<file path="src/ais_pkg.sv">
// Package: shared constants, types and cell control for the ascending sorter.
package ais_pkg;

  localparam int unsigned COUNT_DEF = 64;
  localparam int unsigned DATA_W    = 32;

  typedef enum logic {
    ST_LOAD  = 1'b0,
    ST_DRAIN = 1'b1
  } state_t;

  // Per-cycle command broadcast to every cell of the chain.
  typedef struct packed {
    logic ins;    // insert the broadcast value at its ordered place
    logic shift;  // move every entry one cell toward the head
  } cell_ctrl_t;

endpackage

</file>
<file path="src/ais_cell.sv">
// Module: one cell of the ordered insertion chain.
module ais_cell (
  input  logic                            clk,
  input  ais_pkg::cell_ctrl_t             ctrl,
  input  logic                            occupied,
  input  logic signed [ais_pkg::DATA_W-1:0] in_value,
  input  logic                            prev_gt,
  input  logic signed [ais_pkg::DATA_W-1:0] prev_data,
  input  logic signed [ais_pkg::DATA_W-1:0] next_data,
  output logic                            gt,
  output logic signed [ais_pkg::DATA_W-1:0] data
);

  logic signed [ais_pkg::DATA_W-1:0] data_r;
  logic signed [ais_pkg::DATA_W-1:0] data_nxt;

  // An empty cell counts as larger than anything.
  assign gt   = !occupied || (data_r > in_value);
  assign data = data_r;

  always_comb begin
    data_nxt = data_r;
    if (ctrl.shift) begin
      data_nxt = next_data;
    end else if (ctrl.ins && prev_gt) begin
      data_nxt = prev_data;   // make room: take the neighbor's entry
    end else if (ctrl.ins && gt) begin
      data_nxt = in_value;    // first larger cell: hold the new value
    end
  end

  always_ff @(posedge clk) begin
    data_r <= data_nxt;
  end

endmodule

</file>
<file path="config.mk">
export PLATFORM = sky130hd
export DESIGN_NAME = ais_cell
export DESIGN_NICKNAME = d
export VERILOG_FILES = /design/src/ais_pkg.sv /design/src/ais_cell.sv
export SDC_FILE = /design/constraint.sdc
export NUM_CORES = 1
export LEC_CHECK = 0
export ABC_AREA = 1
export BUFFER_PORTS_ARGS = -buffer_cell sky130_fd_sc_hd__buf_2
export CAP_MARGIN = 20
export CORE_UTILIZATION = 40
export CTS_CLUSTER_SIZE = 28
export DETAILED_ROUTE_END_ITERATION = 8
export PLACE_DENSITY = 0.77
export SYNTH_ARGS = -nofsm -noshare
export SYNTH_HDL_FRONTEND = slang
export SYNTH_SLANG_ARGS = --single-unit
</file>
<file path="constraint.sdc">
create_clock -name clk -period 7.9 [get_ports clk]
set_input_delay 1.58 -clock clk [delete_from_list [all_inputs] [get_ports clk]]
set_output_delay 1.58 -clock clk [all_outputs]
set_load 0.005 [all_outputs]
</file>
==> summary.txt <==
Clock network
  – Post-CTS setup buffer count: 0
  – CTS tree: done
  – CTS Sinks: 32
  – Clock transition at the registers of the reported paths: about 70 ps
  – Clk_lat worst skew: roughly 280 ps
  – Post-CTS Hold Buffers: 0
  – H-tree depth: 2
  – CTS root buf: clkbuf_8
  – PostCTS Resize Cnt: 0
  – CTS max path bufs: 2
  – CTS Buf Count: 5

Synthesis
  – Synth Area per Inst: between 7 and 8 um^2
  – Synth top area cells: edfxtp_1 39%, ha_1 16%, nand2_1 16%, a31oi_1 8.1%, inv_1 6.5%
  – Ys Warns: 0
  – Post-Syn Area: 2480 um^2
  – Most frequent cell after synthesis: nand2_1
  – Yosys reg bits: 32
  – Cell variety after synth: 18
  – Primary FF master, synth: edfxtp_1
  – Post-synth EDFFs: 32
  – Syn nets: about 460
  – Mapped Cells: roughly 320
  – Top cell type by total area after synthesis: edfxtp_1
  – Top cell type's share of synthesized area: approximately two fifths
  – Synth cell count leaders: 103 x nand2_1, 43 x inv_1, 40 x nor2_1
  – Fraction of registers with async set/reset: 0%
  – Sequential element share of the synthesized area: 38.75%

Worst setup path
  – CP Capture Point: gt
  – Worst r2r path cells: 12
  – CP startpoint: in_value[31]
  – FF-to-FF setup slack: around 5100 ps
  – Crit path kind: input port to output pin
  – Critical Path Start Type: input port
  – Launch point of the worst reg-to-reg path: data[31]
  – Crit path DAT: between 3000 and 4000 ps
  – Crit-path max FO: 4
  – Crit Reg-Reg Endpoint: data[5]
  – Crit end category: output pin
  – Required @ worst endpoint: roughly 6300 ps

Drt
  – Avg Vias per Cell: roughly 4.8
  – Drt total wl: ~6500 um
  – Post-route DRC: 0
  – Drt initial violations: 99
  – TritonRoute pass-1 iters: 4
  – Wirelength per Cell: roughly 12 um
  – Final antenna-violating net count: 0
  – Vias after detailed routing: 2560

Timing
  – Fin. max-slew vios: 0
  – Slew margin rel.: roughly a third
  – Final hold violations: 0
  – Fin Hold WS: 1471 ps
  – Period utilization: about 60%
  – Final min period: about 4700 ps
  – Slew @ Worst Pin: roughly 1000 ps
  – Final TNS setup: 0 ps
  – Final setup viols: 0
  – RSZ-0062 raised after global routing: no
  – Fmax: approximately 210 MHz
  – Clock skew: roughly 7.5 ps

Finish
  – Fill count: between 500 and 600
  – Share of cells above drive strength 1: 32.24%
  – ANT cells: 0
  – Multi-input gate area: between 1000 and 1500 um^2
  – Syn-to-layout area delta: 34.06%
  – Fin nets: roughly 590
  – Largest register FFs: 32
  – Register area: approximately 960 um^2

Status
  – Status: finished, final reports clean

Placed design
  – IO buf count: 133
  – DP Wirelength: roughly 5000 um
  – Final RePlAce weighted congestion: just under 0.8

Floorplan
  – Starting Density: 41.64%
  – Die area: 6519 um^2
  – Io pins: ~130
  – Row count: 28
  – DIE HEIGHT: a little over 80 um
  – Core area: about 6000 um^2
  – Die Wd: ~80 um

Power and ir drop
  – Leak: 1.800 nW
  – Worst vdd ir: 0.07203 mV
  – Pwr Density: 148.1 nW/um^2

GRT
  – Grt ovf: 0
  – Vias in the first global route: around 2400
  – First-pass GRT wire length: ~10000 um
  – GRT Resource Usage Total: between 20% and 30%
  – Initial antenna violation count: 0
  – Largest net degree at the start of global routing: 65

Run
  – Max Cap Viol: 0

Hold path
  – Min-delay worst type: register to register
==> worst max-delay path, stage by stage <==
cell and delay, ps:
buf_2 90, inv_1 50, ha_1 350, nand2_1 100
nor2_2 140, nand2_2 80, nor3b_2 240, nand2_1 100
nand2_1 60, nand2_1 60, nand3_2 70, nand2_2 50
buf_2 120
==> power by group <==
part	switching (mW)	total (mW)	internal, mW	leakage, nW
sequential	0.00962	0.221	0.211	0.322
combinational	0.0799	0.149	0.0695	1.44
clock	0.0609	0.122	0.0614	0.0399
total	0.150	0.492	0.342	1.80
==> kinds of logic (layout without fill, tap and decap cells) <==
family                     count (synthesis)  in the layout  synth area share, %
AOI/OAI and AO/OA                         51             51                12.21
buffers and inverters                     56            188                8.476
DFF                                       32             32                38.75
and+or+nand+nor                          153            153                24.42
adders and majority gates                 32             32                16.15
==> per-stage QoR <==
stage / util (%) / cells / setup slack [ps] / power, mW / area [um^2]
final: 55.82 / 531 / 3248 / 0.4922 / 3324
after global routing: 55.82 / 531 / 3085 / 0.5269 / 3324
after CTS: 55.11 / 529 / 3227 / 0.4966 / 3282
after detailed placement: 53.76 / 521 / 3107 / 0.3728 / 3202
after global placement: 53.76 / 521 / 3205 / 0.3670 / 3202
after floorplan: - / 324 / 3657 / 0.3061 / 2480
==> worst min-delay path by stage <==
stage	slack, ps	cells after the start	to	from
3_5_place_dp	1480	6	data[10]	data[31]
5_1_grt	1620	6	data[10]	data[31]
2_1_floorplan	1680	6	data[0]	data[31]
6_report	1470	6	data[10]	data[31]
3_3_place_gp	1480	6	data[10]	data[31]
4_1_cts	1500	6	data[10]	data[31]
==> cell type report <==
class                   instances  share of cell area (%)
well taps                      75                   2.823
multi-input cells             236                   39.37
clock buffers                   7                   2.296
inverters                      44                   4.968
repair buffers                136                   21.53
clock inverters                 1                  0.1129
flip-flops and latches         32                   28.90
==> routing by layer <==
| metal | vias to the layer above | GRT usage, % | share of wire [%] |
|---|---|---|---|
| li1 | 1336 | - | - |
| met1 | 1137 | 23.14 | 42 |
| met2 | 80 | 37.12 | 51 |
| met3 | 7 | 2.921 | 5.3 |
| met4 | 0 | 8.036 | 1.2 |
| met5 | - | 0 | 0 |
==> placed cells by master (no fill, tap or decap), types with 2 or more instances in the layout <==
cell type / count
a21oi_1: 14
a31oi_1: 32
buf_2: 133
clkbuf_1: 2
clkbuf_8: 5
edfxtp_1: 32
ha_1: 32
inv_1: 43
nand2_1: 103
nand2_2: 2
nand3_1: 3
nand4_1: 2
nor2_1: 40
o21a_1: 2
o21ai_0: 2
(Power assumes the default switching activity.)
